==> src/design/pulse_saw_sound_channels_unit_defines.svh <==
// Assertion macros for the pulse and saw sound channel unit.
`ifndef PULSE_SAW_SOUND_CHANNELS_UNIT_DEFINES_SVH
`define PULSE_SAW_SOUND_CHANNELS_UNIT_DEFINES_SVH
`ifndef SYNTH
`define PSC_ASSERT(label, clk, rst, prop) \
  label: assert property (@(posedge clk) disable iff (rst) prop) else $error("psc check failed");
`define PSC_ASSERT_ALWAYS(label, clk, prop) \
  label: assert property (@(posedge clk) prop) else $error("psc check failed");
`else
`define PSC_ASSERT(label, clk, rst, prop)
`define PSC_ASSERT_ALWAYS(label, clk, prop)
`endif
`endif

==> src/design/psc_pkg.sv <==
// Shared types and constants of the pulse and saw sound channel unit.
`timescale 1ns / 1ps
`default_nettype none
package psc_pkg;

  localparam int FRACTION_BITS = 16;
  localparam int PERIOD_W      = 12;
  localparam int STEP_W        = 28;
  localparam int PHASE_W       =
    ((FRACTION_BITS + PERIOD_W > STEP_W) ? FRACTION_BITS + PERIOD_W : STEP_W) + 1;

  localparam logic OP_WRITE  = 1'b0;
  localparam logic OP_SAMPLE = 1'b1;

  localparam logic [1:0] CH_P1   = 2'd0;
  localparam logic [1:0] CH_P2   = 2'd1;
  localparam logic [1:0] CH_SAW  = 2'd2;

  localparam logic [1:0] REG_CTRL = 2'd0;
  localparam logic [1:0] REG_A    = 2'd1;
  localparam logic [1:0] REG_B    = 2'd2;

  localparam logic [1:0] CFG_PULSE_STEP = 2'd0;
  localparam logic [1:0] CFG_SAW_STEP   = 2'd1;
  localparam logic [1:0] CFG_LINE_SWAP  = 2'd2;
  localparam logic [1:0] CFG_MUTE_MASK  = 2'd3;

  localparam logic [2:0] SAW_LAST = 3'd6;

  typedef struct packed {
    logic       opcode;
    logic [1:0] channel;
    logic [1:0] reg_index;
    logic [7:0] value;
  } in_item_t;

  typedef struct packed {
    logic [3:0] pulse1_level;
    logic [3:0] pulse2_level;
    logic [4:0] saw_level;
  } out_item_t;

  typedef struct packed {
    logic [STEP_W-1:0] pulse_phase_step;
    logic [STEP_W-1:0] saw_phase_step;
    logic              line_swap;
    logic [2:0]        mute_mask;
  } cfg_t;

  typedef struct packed {
    logic       en;
    logic [1:0] channel;
    logic [1:0] reg_index;
    logic [7:0] value;
  } psc_wr_t;

  typedef struct packed {
    logic [7:0]          reg0;
    logic                enabled;
    logic [PERIOD_W-1:0] period;
  } psc_chan_t;

  typedef struct packed {
    logic       hit;
    logic [1:0] channel;
  } psc_clr_t;

  typedef enum logic {ALU_ADD, ALU_SUB} alu_op_t;

  typedef struct packed {
    alu_op_t                    op;
    logic signed [PHASE_W-1:0] a;
    logic signed [PHASE_W-1:0] b;
  } alu_req_t;

  typedef struct packed {
    logic signed [PHASE_W-1:0] sum;
    logic                      neg;
  } alu_rsp_t;

endpackage
`default_nettype wire

==> src/design/psc_alu.sv <==
// Shared phase adder and sign test.
`timescale 1ns / 1ps
`default_nettype none
module psc_alu import psc_pkg::*; (
  input  alu_req_t req,
  output alu_rsp_t rsp
);

  logic signed [PHASE_W-1:0] sum;

  always_comb begin
    case (req.op)
      ALU_ADD: sum = req.a + req.b;
      ALU_SUB: sum = req.a - req.b;
      default: sum = req.a;
    endcase
  end

  assign rsp.sum = sum;
  assign rsp.neg = sum[PHASE_W-1];

endmodule
`default_nettype wire

==> src/design/psc_regs.sv <==
// Channel register file, stored periods and enable-clear detection.
`timescale 1ns / 1ps
`default_nettype none
module psc_regs import psc_pkg::*; (
  input  logic       clk,
  input  logic       rst,
  input  psc_wr_t    wr,
  input  logic       line_swap,
  input  logic [1:0] rd_ch,
  output psc_chan_t  rd,
  output psc_clr_t   clr
);

  logic [7:0]          reg0   [3];
  logic [7:0]          reg1   [3];
  logic [7:0]          reg2   [3];
  logic [PERIOD_W-1:0] period [3];

  logic                wr_ok;
  logic [1:0]          hi_idx;
  logic [7:0]          old_hi;
  logic [7:0]          new1;
  logic [7:0]          new2;
  logic [PERIOD_W-1:0] period_next;

  assign wr_ok  = wr.en && (wr.channel != 2'd3);
  assign hi_idx = line_swap ? REG_B : REG_A;

  always_comb begin
    old_hi = 8'd0;
    new1   = 8'd0;
    new2   = 8'd0;
    if (wr_ok) begin
      old_hi = line_swap ? reg2[wr.channel] : reg1[wr.channel];
      new1   = (wr.reg_index == REG_A) ? wr.value : reg1[wr.channel];
      new2   = (wr.reg_index == REG_B) ? wr.value : reg2[wr.channel];
    end
    period_next = line_swap ? {new2[3:0], new1} : {new1[3:0], new2};
  end

  assign clr.hit     = wr_ok && (wr.reg_index == hi_idx) && old_hi[7] && !wr.value[7];
  assign clr.channel = wr.channel;

  always_ff @(posedge clk) begin
    if (rst) begin
      for (int i = 0; i < 3; i++) begin
        reg0[i]   <= 8'd0;
        reg1[i]   <= 8'd0;
        reg2[i]   <= 8'd0;
        period[i] <= '0;
      end
    end else if (wr_ok) begin
      case (wr.reg_index)
        REG_CTRL: reg0[wr.channel] <= wr.value;
        REG_A:    reg1[wr.channel] <= wr.value;
        REG_B:    reg2[wr.channel] <= wr.value;
        default: ;
      endcase
      if (wr.reg_index inside {REG_A, REG_B}) begin
        period[wr.channel] <= period_next;
      end
    end
  end

  assign rd.reg0    = reg0[rd_ch];
  assign rd.enabled = line_swap ? reg2[rd_ch][7] : reg1[rd_ch][7];
  assign rd.period  = period[rd_ch];

endmodule
`default_nettype wire

==> src/design/psc_core.sv <==
// Sample sequencer: phase catch-up loop, duty and saw positions, levels, output register.
`timescale 1ns / 1ps
`default_nettype none
`include "pulse_saw_sound_channels_unit_defines.svh"
module psc_core import psc_pkg::*; (
  input  logic       clk,
  input  logic       rst,
  input  logic       start,
  input  cfg_t       cfg,
  input  psc_chan_t  chan,
  input  psc_clr_t   clr,
  output logic [1:0] rd_ch,
  output alu_req_t   alu_req,
  input  alu_rsp_t   alu_rsp,
  output logic       busy,
  output logic       out_valid,
  input  logic       out_stall,
  output out_item_t  out_data
);

  typedef enum logic [4:0] {
    S_IDLE   = 5'b00001,
    S_SUB    = 5'b00010,
    S_ADD    = 5'b00100,
    S_LEVEL  = 5'b01000,
    S_FINISH = 5'b10000
  } state_t;

  state_t                    state;
  state_t                    state_next;
  logic [1:0]                ch;
  logic signed [PHASE_W-1:0] phase [3];
  logic [3:0]                duty  [2];
  logic [2:0]                saw_pos;
  logic [8:0]                saw_acc;
  logic [3:0]                lvl_p1;
  logic [3:0]                lvl_p2;
  logic [4:0]                lvl_saw;

  logic                      running;
  logic [3:0]                pulse_lvl;
  logic                      out_load;
  logic [2:0]                phase_neg;

  assign running = (chan.period != '0) && !cfg.mute_mask[ch] && chan.enabled;
  assign rd_ch   = ch;
  assign busy    = (state != S_IDLE);

  assign phase_neg = {phase[2][PHASE_W-1], phase[1][PHASE_W-1], phase[0][PHASE_W-1]};

  assign pulse_lvl = (running && (chan.reg0[7] || (duty[ch[0]] > {1'b0, chan.reg0[6:4]})))
                     ? chan.reg0[3:0] : 4'd0;

  always_comb begin
    alu_req.a  = phase[ch];
    alu_req.op = ALU_SUB;
    alu_req.b  = PHASE_W'((ch == CH_SAW) ? cfg.saw_phase_step : cfg.pulse_phase_step);
    if (state == S_ADD) begin
      alu_req.op = ALU_ADD;
      alu_req.b  = PHASE_W'({chan.period, {FRACTION_BITS{1'b0}}});
    end
  end

  assign out_load = (state == S_FINISH) && (!out_valid || !out_stall);

  always_comb begin
    state_next = state;
    case (state)
      S_IDLE:   if (start) state_next = S_SUB;
      S_SUB: begin
        if (running && alu_rsp.neg) state_next = S_ADD;
        else state_next = S_LEVEL;
      end
      S_ADD:    if (!alu_rsp.neg) state_next = S_LEVEL;
      S_LEVEL:  state_next = (ch == CH_SAW) ? S_FINISH : S_SUB;
      S_FINISH: if (out_load) state_next = S_IDLE;
      default:  state_next = S_IDLE;
    endcase
  end

  always_ff @(posedge clk) begin
    if (rst) begin
      state     <= S_IDLE;
      ch        <= CH_P1;
      out_valid <= 1'b0;
      saw_pos   <= 3'd0;
      saw_acc   <= 9'd0;
      for (int i = 0; i < 3; i++) phase[i] <= '0;
      for (int i = 0; i < 2; i++) duty[i] <= 4'd0;
    end else begin
      state <= state_next;
      if (clr.hit) begin
        if (clr.channel == CH_SAW) begin
          saw_pos <= 3'd0;
          saw_acc <= 9'd0;
        end else begin
          duty[clr.channel[0]] <= 4'd0;
        end
      end
      if (out_load) begin
        out_valid <= 1'b1;
      end else if (out_valid && !out_stall) begin
        out_valid <= 1'b0;
      end
      case (state)
        S_IDLE:   ch <= CH_P1;
        S_SUB:    if (running) phase[ch] <= alu_rsp.sum;
        S_ADD: begin
          phase[ch] <= alu_rsp.sum;
          if (ch == CH_SAW) begin
            if (saw_pos == SAW_LAST) begin
              saw_pos <= 3'd0;
              saw_acc <= 9'd0;
            end else begin
              saw_pos <= saw_pos + 3'd1;
              saw_acc <= saw_acc + {3'd0, chan.reg0[5:0]};
            end
          end else begin
            duty[ch[0]] <= duty[ch[0]] + 4'd1;
          end
        end
        S_LEVEL: begin
          case (ch)
            CH_P1:   lvl_p1  <= pulse_lvl;
            CH_P2:   lvl_p2  <= pulse_lvl;
            default: lvl_saw <= running ? saw_acc[7:3] : 5'd0;
          endcase
          if (ch != CH_SAW) ch <= ch + 2'd1;
        end
        S_FINISH: begin
          if (out_load) begin
            out_data.pulse1_level <= lvl_p1;
            out_data.pulse2_level <= lvl_p2;
            out_data.saw_level    <= lvl_saw;
          end
        end
        default: ;
      endcase
    end
  end

  `PSC_ASSERT(a_add_only_when_negative, clk, rst, (state == S_ADD) |-> phase[ch][PHASE_W-1])
  `PSC_ASSERT(a_idle_phases_nonneg, clk, rst, (state == S_IDLE) |-> (phase_neg == 3'd0))
  `PSC_ASSERT(a_saw_pos_range, clk, rst, saw_pos != 3'd7)
  `PSC_ASSERT(a_finish_after_saw, clk, rst, (state == S_FINISH) |-> (ch == CH_SAW))
  `PSC_ASSERT_ALWAYS(a_reset_to_idle, clk, rst |=> (state == S_IDLE && !out_valid))

endmodule
`default_nettype wire

==> src/design/pulse_saw_sound_channels_unit.sv <==
// Top level of the two-pulse, one-saw sound channel unit.
// A write item (opcode 0) updates one channel register and gives no result.
// A sample item (opcode 1) gives one result: each running channel subtracts
// its phase step and adds its period back until the phase is no longer
// negative, and each channel forms its level, all through a single shared
// phase adder; the output register is then loaded, which waits while the
// output is stalled. Input stall stays high while a sample is in work. A
// finished result sits in the output register while new items are taken.
// Configuration writes are always ready.
`timescale 1ns / 1ps
`default_nettype none
module pulse_saw_sound_channels_unit import psc_pkg::*; (
  input  logic              clk,
  input  logic              rst,
  input  logic              in_valid,
  output logic              in_stall,
  input  in_item_t          in_data,
  output logic              out_valid,
  input  logic              out_stall,
  output out_item_t         out_data,
  input  logic              cfg_valid,
  output logic              cfg_ready,
  input  logic [1:0]        cfg_index,
  input  logic [STEP_W-1:0] cfg_data
);

  cfg_t       cfg;
  psc_wr_t    wr;
  psc_chan_t  chan;
  psc_clr_t   clr;
  alu_req_t   alu_req;
  alu_rsp_t   alu_rsp;
  logic [1:0] rd_ch;
  logic       busy;
  logic       in_accept;
  logic       start;

  assign cfg_ready = 1'b1;
  assign in_stall  = busy;
  assign in_accept = in_valid && !in_stall;
  assign start     = in_accept && (in_data.opcode == OP_SAMPLE);

  assign wr.en        = in_accept && (in_data.opcode == OP_WRITE);
  assign wr.channel   = in_data.channel;
  assign wr.reg_index = in_data.reg_index;
  assign wr.value     = in_data.value;

  always_ff @(posedge clk) begin
    if (rst) begin
      cfg <= '0;
    end else if (cfg_valid && cfg_ready) begin
      case (cfg_index)
        CFG_PULSE_STEP: cfg.pulse_phase_step <= cfg_data;
        CFG_SAW_STEP:   cfg.saw_phase_step   <= cfg_data;
        CFG_LINE_SWAP:  cfg.line_swap        <= cfg_data[0];
        CFG_MUTE_MASK:  cfg.mute_mask        <= cfg_data[2:0];
        default: ;
      endcase
    end
  end

  psc_regs u_regs (
    .clk       (clk),
    .rst       (rst),
    .wr        (wr),
    .line_swap (cfg.line_swap),
    .rd_ch     (rd_ch),
    .rd        (chan),
    .clr       (clr)
  );

  psc_alu u_alu (
    .req (alu_req),
    .rsp (alu_rsp)
  );

  psc_core u_core (
    .clk       (clk),
    .rst       (rst),
    .start     (start),
    .cfg       (cfg),
    .chan      (chan),
    .clr       (clr),
    .rd_ch     (rd_ch),
    .alu_req   (alu_req),
    .alu_rsp   (alu_rsp),
    .busy      (busy),
    .out_valid (out_valid),
    .out_stall (out_stall),
    .out_data  (out_data)
  );

endmodule
`default_nettype wire
==> config.mk <==
export PLATFORM = sky130hd
export DESIGN_NAME = pulse_saw_sound_channels_unit
export DESIGN_NICKNAME = d
export VERILOG_FILES = /design/src/design/psc_pkg.sv /design/src/design/psc_alu.sv /design/src/design/psc_regs.sv /design/src/design/psc_core.sv /design/src/design/pulse_saw_sound_channels_unit.sv
export VERILOG_INCLUDE_DIRS = /design/src /design/src/design
export SDC_FILE = /design/constraint.sdc
export NUM_CORES = 1
export LEC_CHECK = 0
export BUFFER_PORTS_ARGS = -buffer_cell sky130_fd_sc_hd__buf_2
export CAP_MARGIN = 20
export CELL_PAD_IN_SITES_DETAIL_PLACEMENT = 0
export CELL_PAD_IN_SITES_GLOBAL_PLACEMENT = 1
export CORE_MARGIN = 3
export CORE_UTILIZATION = 50
export DETAILED_ROUTE_END_ITERATION = 7
export GPL_TIMING_DRIVEN = 0
export PLACE_DENSITY = 0.8
export SLEW_MARGIN = 0
export SYNTH_ARGS = -nofsm -noshare
export SYNTH_HDL_FRONTEND = slang
export SYNTH_SLANG_ARGS = --single-unit
==> constraint.sdc <==
create_clock -name clk -period 7.5 [get_ports clk]
set_input_delay 0.75 -clock clk [delete_from_list [all_inputs] [get_ports clk]]
set_output_delay 0.75 -clock clk [all_outputs]
set_load 0.03 [all_outputs]
==> summary.md, run 1 <==
| Metric | Value |
|---|---|
| Status | `finished, final reports clean` |
| Die W | `197.8 um` |
| Compound-gate portion of the synthesized area | `under 10%` |
| Worst Skew | `17.64 ps` |
| Starting Density | `between 50% and 60%` |
| Synth Area in Adders | `under 10%` |
| Placer congestion estimate | `0.8702` |
| Largest net degree at the start of global routing | `30` |
| Hold Buf Count CTS | `0` |
| Power per cell area | `252.2 mW/mm^2` |
| Post-synth top area share | `48.00%` |
| Critical Path End Type | `flop` |
| Worst reg2reg path endpoint | `u_core.phase[0][28]$_SDFFCE_PN0P_` |
| Worst-skew pair later-pin latency | `570 ps` |
| Die Y-Extent | `approximately 200 um` |
| Crit path to | `u_core.phase[0][28]$_SDFFCE_PN0P_` |
| Vias in the first global route | `12609` |
| Internal power | `around 3.8 mW` |
| Worst-path fanout max | `19` |
| Initial antenna violation count | `0` |
| Max Root-Sink Buffers | `3` |
| Fmax | `142.1 MHz` |
| Max incr delay on CP | `between 600 and 700 ps` |
| Largest family of logic cells by synthesized area | `simple AND/OR/NAND/NOR gates` |
| Mean post-synth cell area | `about 12 um^2` |
| RR Startpoint | `u_core.rd_ch[0]$_SDFFE_PP0N_` |
| Unrepaired setup endpoints after global routing | `no` |
| Layout cells sized above 1 | `13.65%` |
| Fin crit period | `7040 ps` |
| Gr usage total | `between 20% and 30%` |
| Max Slew Vio Count | `0` |
| TritonCTS Buffers | `41` |
| Final WL | `46740 um` |
| Commonest cells post-synth | `edfxtp_1, nor2_1, nand2_1, a21oi_1, and2_1` |
| Psw | `1.428 mW` |
| Asr flop ratio synth | `0%` |
| CP Cell Sequence | `inv_1 > ha_1 > buf_2 > buf_2 > clkbuf_4 > clkbuf_2 > clkbuf_2 > mux2_2 > nand2_1 > ha_1 > nand2_1 > o2bb2ai_2 > o21ai_0 > xor2_1 > nor2_1 > ha_1 > and3_1 > nand2_1 > o31a_1 > o21ai_0 > a31oi_1 > o31a_1 > xnor2_1 > nor2_1` |
| Post-synth EDFFs | `around 300` |
| Reg2reg path depth | `24` |
| CTS tree | `yes` |
| Synthesized area | `0.01839 mm^2` |
| Global-route wire length before repair | `roughly 72000 um` |
| Library cells used by synthesis | `68` |
| Ports | `between 60 and 70` |
| Global route overflow | `0` |
| Nets@finish | `between 1500 and 2000` |
| DRC | `0` |
| Sequential share of power | `approximately 45%` |
| Slew @ Worst Pin | `1053 ps` |
| Area contributors post-synth | `edfxtp_1, dfxtp_1, mux4_2` |
| Via count | `12634` |
| Static leakage | `7.809 nW` |
| IR drop worst, VDD | `about 0.16 mV` |
| Synth Area in Simple Gates | `15.20%` |
| Hold Vio Cnt, Final | `0` |
| CP max-delay cell | `xnor2_1` |
| Sinks on Clock Net | `375` |
| Kind of critical path | `flop to flop` |
| Min-delay worst type | `flop to flop` |
| Synth warnings | `0` |
| Sw Ratio | `27.15%` |
| Final Util | `58.06%` |
| Sequential share of the synthesized area | `56.81%` |
| Post-synthesis xor/xnor area fraction | `2.898%` |
| Synth Instances | `1575` |
| Fraction of synthesized area in multiplexers | `11.41%` |
| Fin crit share | `93.86%` |
| Worst-path clk slew | `60 ps` |
| H-tree depth | `2` |
| Reg2reg setup slack | `460 ps` |
| DR iter-0 viols | `998` |
| WL/cell | `between 20 and 25 um` |
| FILL cells | `2977` |
| Final Cell Area | `roughly 0.021 mm^2` |
| Rows | `69` |
| Cell with the most instances after synthesis | `edfxtp_1` |
| Flops & latches, synth | `375` |
| Post-CTS Setup Inserts | `0` |
| Final setup fails | `0` |
| Design Power | `5.260 mW` |
| Hpwl dp | `32830 um` |
| Logic gate share of total power | `16.0%` |
| Cell area after placement | `a little under 0.02 mm^2` |
| Ant diodes | `0` |
| Die footprint | `about 0.039 mm^2` |
| Port bufs | `60` |
| Drt pass-1 iters | `5` |
| Drt via density | `5.712` |
| Post-synth top area cell | `edfxtp_1` |
| Antenna viol nets, final | `0` |
| Top FF cell, synth | `edfxtp_1` |
| Crit path from | `u_core.rd_ch[0]$_SDFFE_PP0N_` |
| Worst EP required | `just under 8000 ps` |
| Layout area overhead | `13.37%` |
| Crit path DAT | `~7300 ps` |
| Core area | `0.03591 mm^2` |
| Slew HR | `29.77%` |
| Clock network fraction of design power | `38.8%` |
| Root buf cell | `clkbuf_16` |
| Max_cap viols | `0` |
| CP startpoint kind | `flop` |
-- per-stage QoR --
| step | instances | setup slack (ps) | setup TNS [ps] | hold WS, ps |
|---|---|---|---|---|
| global placement | 2131 | -716.8 | -22140 | 404.6 |
| global route | 2212 | 9.829 | 0 | 426.7 |
| finish | 2212 | 460.5 | 0 | 417.0 |
| CTS | 2209 | 116.1 | 0 | 400.7 |
| detailed placement | 2134 | -745.8 | -23280 | 404.5 |
| floorplan | 1610 | 1394 | 0 | 400.3 |
-- cell usage in the layout, fill, tap and decap left out, drive strengths merged, types with 5 or more instances in the layout --
cell type | netlist | final
inv | 60 | 62
clkbuf | 60 | 113
and2 | 83 | 83
a31oi | 8 | 8
a211oi | 7 | 7
nand2b | 16 | 16
xor2 | 26 | 26
nor2b | 11 | 11
o211ai | 6 | 6
o21ai | 27 | 27
a21oi | 110 | 110
xnor2 | 34 | 34
nand2 | 163 | 163
a21o | 17 | 17
ha | 46 | 46
nor3 | 38 | 38
bufinv | 0 | 5
nand3 | 6 | 6
conb | 2 | 37
a22oi | 10 | 10
and3 | 6 | 6
mux2i | 51 | 51
or2 | 11 | 11
nand3b | 12 | 12
mux4 | 66 | 66
edfxtp | 294 | 294
mux2 | 9 | 9
dfxtp | 81 | 81
nor2 | 225 | 225
buf | 24 | 88
nor3b | 11 | 11
clkinv | 0 | 16
-- flip-flops by register name (all words and copies together), names as in the netlist, named ones only --
| signal | cells |
|---|---|
| cfg | 60 |
| u_core.duty | 8 |
| u_core.lvl_p1 | 4 |
| u_core.lvl_p2 | 4 |
| u_core.lvl_saw | 5 |
| u_core.out_data | 13 |
| u_core.out_valid | 1 |
| u_core.phase | 116 |
| u_core.rd_ch | 2 |
| u_core.saw_acc | 8 |
| u_core.saw_pos | 3 |
| u_core.state | 5 |
| u_regs.period | 48 |
| u_regs.reg0 | 32 |
| u_regs.reg1 | 32 |
| u_regs.reg2 | 32 |
-- routing by layer --
layer | routed length (um) | global-route usage (%)
met4 | 1457 | 8.886
met1 | 20520 | 34.08
met5 | 0 | 0
met2 | 21920 | 39.20
met3 | 2841 | 3.471
-- area by class of cell --
type | count | area (um^2) | share of cell area, %
Sequential cell | 375 | 10450 | 50.11
Tap cell | 461 | 576.8 | 2.766
Clock inverter | 24 | 275.3 | 1.320
Timing Repair Buffer | 66 | 356.6 | 1.710
Multi-Input combinational cell | 1091 | 7551 | 36.21
Inverter | 60 | 225.2 | 1.080
Buffer | 83 | 340.3 | 1.632
Clock buffer | 52 | 1077 | 5.166
-- critical path, delay by kind of cell, from the launching register on --
family | cells | cell delay (ps)
adder cells (fa/ha/maj) | 3 | 840
flip-flops | 1 | 400
XOR/XNOR | 2 | 830
AND/OR/NAND/NOR | 6 | 670
AO/OA/AOI/OAI | 6 | 1770
buffers and inverters | 6 | 1840
multiplexers | 1 | 380
-- what timing repair did --
action | in CTS | in global routing
gates cloned | 0 | 0
setup endpoints to repair | 62 | 26
gates resized for setup | 2 | 5
-- power by group through the flow --
stage               Clock [mW]  Sequential [mW]  Combinational (mW)
floorplan                    0             2.41               0.589
global placement             0             2.42               0.809
global route              2.15             2.38               0.928
CTS                       2.07             2.38               0.831
finish                    2.04             2.38               0.842
detailed placement           0             2.42               0.823
-- how the worst min path moves through the flow --
stage / startpoint / end / slack [ps] / cells after the start
CTS: cfg_data[9] / cfg[41]$_SDFFE_PP0P_ / 400 / 3
floorplan: u_core.lvl_saw[0]$_SDFFCE_PN0P_ / u_core.out_data[0]$_DFFE_PP_ / 400 / 0
global route: u_core.lvl_saw[3]$_SDFFCE_PN0P_ / u_core.out_data[3]$_DFFE_PP_ / 430 / 0
global placement: u_core.lvl_p2[0]$_DFFE_PP_ / u_core.out_data[5]$_DFFE_PP_ / 400 / 0
finish: u_core.lvl_p2[0]$_DFFE_PP_ / u_core.out_data[5]$_DFFE_PP_ / 420 / 0
detailed placement: u_core.lvl_p2[0]$_DFFE_PP_ / u_core.out_data[5]$_DFFE_PP_ / 400 / 0
-- cell families (layout without fill, tap and decap cells) --
| logic type | Yosys count | count (layout) |
|---|---|---|
| buffers and inverters | 144 | 285 |
| and+or+nand+nor | 601 | 601 |
| adders and majority gates | 48 | 48 |
| other | 2 | 37 |
| DFF | 375 | 375 |
| AOI/OAI and AO/OA | 219 | 219 |
| muxes | 126 | 126 |
| xor gates and xnor gates | 60 | 60 |
(Power assumes the default switching activity.)
==> inputs of run 2 (changes only) <==
PLACE_DENSITY = not set   (was 0.8)
PLACE_DENSITY_LB_ADDON = 0.12   (was not set)
==> summary.md, run 2 (synthesis gave the netlist of run 1 again) <==
| Metric | Value |
|---|---|
| Global route overflow | `0 (unchanged)` |
| Port bufs | `60 (unchanged)` |
| CP startpoint kind | `flop` |
| Sw Ratio | `26.67% (-0.48 points)` |
| Hpwl dp | `33420 um (+1.8%)` |
| Status | `finished, final reports clean` |
| Drt via density | `5.616 (-1.7%)` |
| Fmax | `141.8 MHz (-0.20%)` |
| Worst EP required | `7800 ps (about the same)` |
| Gr usage total | `24.39% (+0.038 points)` |
| H-tree depth | `2 (unchanged)` |
| Sequential share of power | `44.7% (-0.5 points)` |
| Post-route insts no fill | `2215 (+0.14%)` |
| Via count | `12439 (-1.5%)` |
| Vias in the first global route | `12402 (-1.6%)` |
| Hold Vio Cnt, Final | `0 (unchanged)` |
| Max_cap viols | `0 (unchanged)` |
| Static leakage | `7.848 nW (+0.50%)` |
| Slew HR | `29.88% (+0.11 points)` |
| Internal power | `3.898 mW (+1.7%)` |
| Die footprint | `0.03912 mm^2 (unchanged)` |
| Design Power | `5.315 mW (+1.1%)` |
| Ports | `64 (unchanged)` |
| Unrepaired setup endpoints after global routing | `no` |
| Power per cell area | `253.4 mW/mm^2 (+0.46%)` |
| Register area | `0.01045 mm^2 (unchanged)` |
| Rows | `69 (unchanged)` |
| Logic gate share of total power | `15.8% (-0.2 points)` |
| Largest Register | `u_core.phase` |
| Sinks on Clock Net | `375 (unchanged)` |
| Most frequent cells in the layout | `edfxtp_1, nor2_1, nand2_1, a21oi_1, and2_1` |
| Final WL | `46800 um (+0.12%)` |
| Placer congestion estimate | `0.8447 (-2.9%)` |
| Fin crit share | `94.05% (+0.19 points)` |
| CP max-delay cell | `clkbuf_1` |
| FILL cells | `3058 (+2.7%)` |
| Critical Path End Type | `flop` |
| Post-route worst setup slack | `446.4 ps (-14.07 ps)` |
| Slew @ Worst Pin | `1044 ps (-9.729 ps)` |
| Worst-path clk slew | `60 ps (about the same)` |
| DR iter-0 viols | `959 (-3.9%)` |
| Starting Density | `51.22% (unchanged)` |
| Antenna viol nets, final | `0 (unchanged)` |
| Largest net degree at the start of global routing | `30 (unchanged)` |
| Max Root-Sink Buffers | `3 (unchanged)` |
| Initial antenna violation count | `1 (+1)` |
| DRC | `0 (unchanged)` |
| Worst-path fanout max | `19 (unchanged)` |
| Min-delay worst type | `flop to flop` |
| WL/cell | `21.13 um (about the same)` |
| Layout area overhead | `14.05%` |
| Multi-input gate area | `0.007560 mm^2 (+0.12%)` |
| CTS tree | `yes` |
| Top Registers | `u_core.phase: 116 flops, cfg: 60 flops, u_regs.period: 48 flops` |
| Global-route wire length before repair | `71890 um (-0.40%)` |
| Die W | `197.8 um (unchanged)` |
| Commonest non-fill, non-tap cell in the layout | `edfxtp_1` |
| Psw | `1.418 mW (-0.73%)` |
| Fin crit period | `7054 ps (+14.07 ps)` |
| Nets@finish | `1817 (+0.17%)` |
| Worst Skew | `19.98 ps (+2.334 ps)` |
| TritonCTS Buffers | `42 (+2.4%)` |
| Max FFs per register | `116 (unchanged)` |
| Setup TNS | `0 ps (unchanged)` |
| Worst-skew pair later-pin latency | `570 ps (about the same)` |
| Final Util | `58.41% (+0.35 points)` |
| Crit path DAT | `7350 ps (+20 ps)` |
| Layout cells sized above 1 | `13.85% (+0.20 points)` |
| IR drop worst, VDD | `0.2417 mV (+55%)` |
| Drt pass-1 iters | `5 (unchanged)` |
| Max incr delay on CP | `620 ps (about the same)` |
| Die Y-Extent | `197.8 um (unchanged)` |
| Core area | `0.03591 mm^2 (unchanged)` |
| Final setup fails | `0 (unchanged)` |
| Ant diodes | `0 (unchanged)` |
| Root buf cell | `clkbuf_16` |
| Setup WS pre-CTS | `-847.5 ps (-101.7 ps)` |
| Post-CTS Setup Inserts | `0 (unchanged)` |
| Max Slew Vio Count | `0 (unchanged)` |
| Reg2reg setup slack | `450 ps (about the same)` |
| Clock network fraction of design power | `39.5% (+0.7 points)` |
| Placed Cells | `2138 (+0.19%)` |
| Kind of critical path | `flop to flop` |
==> run 2: final timing paths <==
check,to,depth (start not counted),startpoint
worst min register to register,u_core.out_data[9]$_DFFE_PP_,0,u_core.lvl_p1[0]$_DFFE_PP_
worst min-delay path,u_core.out_data[9]$_DFFE_PP_,0,u_core.lvl_p1[0]$_DFFE_PP_
worst max register to register,u_core.phase[2][25]$_SDFFCE_PN0P_,26,u_core.rd_ch[0]$_SDFFE_PP0N_
worst max-delay path,u_core.phase[2][25]$_SDFFCE_PN0P_,26,u_core.rd_ch[0]$_SDFFE_PP0N_
==> run 2: routing by layer <==
layer / part of all wire (%) / track usage [%] / routed length [um] / up-vias
li1: - / - / - / 5913
met2: 46 / 38.20 / 21420 / 362
met1: 45 / 35.12 / 21250 / 6096
met3: 6.3 / 4.645 / 2953 / 68
met4: 2.5 / 7.025 / 1173 / 0
met5: 0 / 0 / 0 / -
==> run 2: power groups by stage <==
| stage | registers, mW | logic [mW] | clock network, mW |
|---|---|---|---|
| after floorplan | 2.41 | 0.589 | 0 |
| after global placement | 2.42 | 0.812 | 0 |
| after detailed placement | 2.42 | 0.829 | 0 |
| after CTS | 2.38 | 0.834 | 2.14 |
| after global routing | 2.38 | 0.938 | 2.23 |
| final | 2.38 | 0.841 | 2.10 |
==> run 2: per-stage QoR <==
| step | hold slack, ps | instance area (um^2) |
|---|---|---|
| after global routing | 412.2 | 20980 |
| after CTS | 407.9 | 20930 |
| final | 413.0 | 20980 |
| after global placement | 403.6 | 19400 |
| after floorplan | 400.3 | 18530 |
| after detailed placement | 404.5 | 19520 |
==> run 2: worst max-delay path: cells and delay by family (launching register included) <==
family / cells / cell delay, ps
flip-flops: 1 / 380
multiplexers: 1 / 420
adder cells (fa/ha/maj): 3 / 820
AND/OR/NAND/NOR: 5 / 630
XOR/XNOR: 2 / 490
buffers and inverters: 6 / 1880
AO/OA/AOI/OAI: 9 / 2130
==> run 2: area by class of cell <==
type / count / share of cell area (%)
Buffer: 83 / 1.622
Clock buffer: 51 / 5.267
Clock inverter: 26 / 1.437
Inverter: 60 / 1.074
Multi-Input combinational cell: 1091 / 36.04
Sequential cell: 375 / 49.82
Tap cell: 461 / 2.750
Timing Repair Buffer: 68 / 1.998
==> run 2: what timing repair did <==
item                       CTS  global route
setup endpoints to repair   65            38
hold buffers                 0             0
gates resized for setup      2             7
==> inputs of run 3 (changes only) <==
CORE_ASPECT_RATIO = 1.4   (was not set)
==> summary.md, run 3 (synthesis gave the netlist of run 1 again) <==
| Metric | Value |
|---|---|
| Reg2reg path depth | `26 (unchanged)` |
| CP startpoint kind | `flop` |
| Die footprint | `0.03916 mm^2 (about the same)` |
| Worst-path fanout max | `19 (unchanged)` |
| Final Util | `57.61% (-0.80 points)` |
| Placed Cells | `2138 (unchanged)` |
| Commonest non-fill, non-tap cell in the layout | `edfxtp_1` |
| Core area | `0.03601 mm^2 (+0.27%)` |
| Status | `finished, final reports clean` |
| Final WL | `45640 um (-2.5%)` |
| Power per cell area | `243.6 mW/mm^2 (-3.9%)` |
| Max_cap viols | `0 (unchanged)` |
| Sequential share of power | `47.0% (+2.3 points)` |
| Post-CTS Setup Inserts | `0 (unchanged)` |
| Critical Path End Type | `flop` |
| Rows | `82 (+19%)` |
| Max Root-Sink Buffers | `3 (unchanged)` |
| Antenna viol nets, final | `0 (unchanged)` |
| Starting Density | `51.08% (-0.14 points)` |
| Worst-skew pair later-pin latency | `540 ps (-30 ps)` |
| Unrepaired setup endpoints after global routing | `no` |
| Initial antenna violation count | `0 (-1)` |
| Layout cells sized above 1 | `13.32% (-0.54 points)` |
| Die Y-Extent | `232.9 um (+18%)` |
| Internal power | `3.691 mW (-5.3%)` |
| Die W | `168.1 um (-15%)` |
| Fin crit share | `93.58% (-0.47 points)` |
| Top Registers | `u_core.phase: 116 flops, cfg: 60 flops, u_regs.period: 48 flops` |
| Nets@finish | `1812 (-0.28%)` |
| Final setup fails | `0 (unchanged)` |
| Min-delay worst type | `flop to flop` |
| Sw Ratio | `26.94% (+0.27 points)` |
| Post-route insts no fill | `2204 (-0.50%)` |
| Worst hold stages | `0 (unchanged)` |
| DRC | `0 (unchanged)` |
| Ant diodes | `0 (unchanged)` |
| Slew @ Worst Pin | `973.7 ps (-70.07 ps)` |
| Drt via density | `5.524 (-1.6%)` |
| IR drop worst, VDD | `0.2033 mV (-16%)` |
| Worst EP required | `7780 ps (-20 ps)` |
| Global route overflow | `0 (unchanged)` |
| Via count | `12174 (-2.1%)` |
| Static leakage | `7.758 nW (-1.1%)` |
| CTS tree | `yes` |
| Worst Skew | `14.05 ps (-5.921 ps)` |
| Hold Vio Cnt, Final | `0 (unchanged)` |
| Clock network fraction of design power | `36.6% (-2.9 points)` |
| Sinks on Clock Net | `375 (unchanged)` |
| Fin crit period | `7019 ps (-34.98 ps)` |
| Logic gate share of total power | `16.5% (+0.7 points)` |
| Max Slew Vio Count | `0 (unchanged)` |
| TritonCTS Buffers | `38 (-9.5%)` |
| Most frequent cells in the layout | `edfxtp_1, nor2_1, nand2_1, a21oi_1, and2_1` |
| Fmax | `142.5 MHz (+0.50%)` |
| Gr usage total | `23.63% (-0.76 points)` |
| Slew HR | `34.80% (+4.9 points)` |
| Global-route wire length before repair | `70880 um (-1.4%)` |
| Placer congestion estimate | `0.8545 (+1.2%)` |
| Largest Register | `u_core.phase` |
| Hpwl dp | `34040 um (+1.8%)` |
| Kind of critical path | `flop to flop` |
| WL/cell | `20.71 um (-2.0%)` |
| Root buf cell | `clkbuf_16` |
| Port bufs | `60 (unchanged)` |
| Vias in the first global route | `12733 (+2.7%)` |
| Crit path DAT | `7300 ps (-50 ps)` |
| Layout area overhead | `12.78%` |
| Max FFs per register | `116 (unchanged)` |
| Ports | `64 (unchanged)` |
| Drt pass-1 iters | `7 (+2)` |
| H-tree depth | `2 (unchanged)` |
| Largest net degree at the start of global routing | `30 (unchanged)` |
| DR iter-0 viols | `723 (-25%)` |
| Worst-path clk slew | `60 ps (about the same)` |
| Psw | `1.361 mW (-4.0%)` |
run 3: timing repair:
action / CTS / global route
hold buffers: 0 / 0
endpoints found under the setup margin: 58 / 36
resized for setup: 3 / 5
run 3: path summary, 6_finish.rpt:
kind                                                           to                             from  slack [ps]
worst max-delay path            u_core.phase[2][25]$_SDFFCE_PN0P_     u_core.rd_ch[0]$_SDFFE_PP0N_         480
worst min-delay path                 u_core.out_data[1]$_DFFE_PP_  u_core.lvl_saw[1]$_SDFFCE_PN0P_         420
worst max register to register  u_core.phase[2][25]$_SDFFCE_PN0P_     u_core.rd_ch[0]$_SDFFE_PP0N_         480
worst min register to register       u_core.out_data[1]$_DFFE_PP_  u_core.lvl_saw[1]$_SDFFCE_PN0P_         420
run 3: power by group through the flow:
stage | registers (mW) | logic (mW) | clock network [mW]
2_1_floorplan | 2.41 | 0.589 | 0
3_3_place_gp | 2.42 | 0.809 | 0
3_5_place_dp | 2.42 | 0.827 | 0
4_1_cts | 2.37 | 0.834 | 1.88
5_1_grt | 2.38 | 0.924 | 1.96
6_report | 2.37 | 0.832 | 1.85
run 3: area by class of cell:
class                           count  area (um^2)
Fill cell                        3139        15270
Inverter                           60        225.2
Clock inverter                     13        70.07
Timing Repair Buffer               67        406.6
Sequential cell                   375        10450
Clock buffer                       53         1134
Tap cell                          462        578.1
Buffer                             83        342.8
Multi-Input combinational cell   1091         7538
run 3: per-layer routing:
layer | vias up | track usage [%] | part of all wire, %
met1 | 5966 | 25.91 | 37
met2 | 239 | 45.25 | 55
met3 | 87 | 2.855 | 3.3
met5 | - | 0 | 0
li1 | 5882 | - | -
met4 | 0 | 10.62 | 4.6
run 3: worst max-delay path, cell delays in order, from the launching register on:
cell       delay (ps)
dfxtp_1           380
inv_1             150
ha_1              170
buf_2             240
buf_2             300
clkbuf_4          370
clkbuf_1          580
mux2_2            440
nand2_1           100
ha_1              310
nand2_1           100
o2bb2ai_2         370
a21boi_0          320
nor2b_1           200
xnor2_1            80
nor2_1            340
ha_1              300
clkbuf_1          170
a21oi_1           260
o21ai_0           130
a21oi_1           220
o21a_1            170
o41ai_2           120
a211o_1           340
a21oi_1           180
xor2_1            300
nor2_1             80
run 3: stage by stage:
step	setup slack [ps]	TNS, ps	hold WS [ps]	instance area, um^2	power (mW)
floorplan	1394	0	400.3	18530	3.001
global placement	-626.1	-17270	404.3	19400	3.225
detailed placement	-599.7	-17740	404.5	19510	3.246
CTS	209.8	0	419.8	20730	5.090
global route	54.28	0	422.5	20740	5.268
finish	481.4	0	419.2	20740	5.053
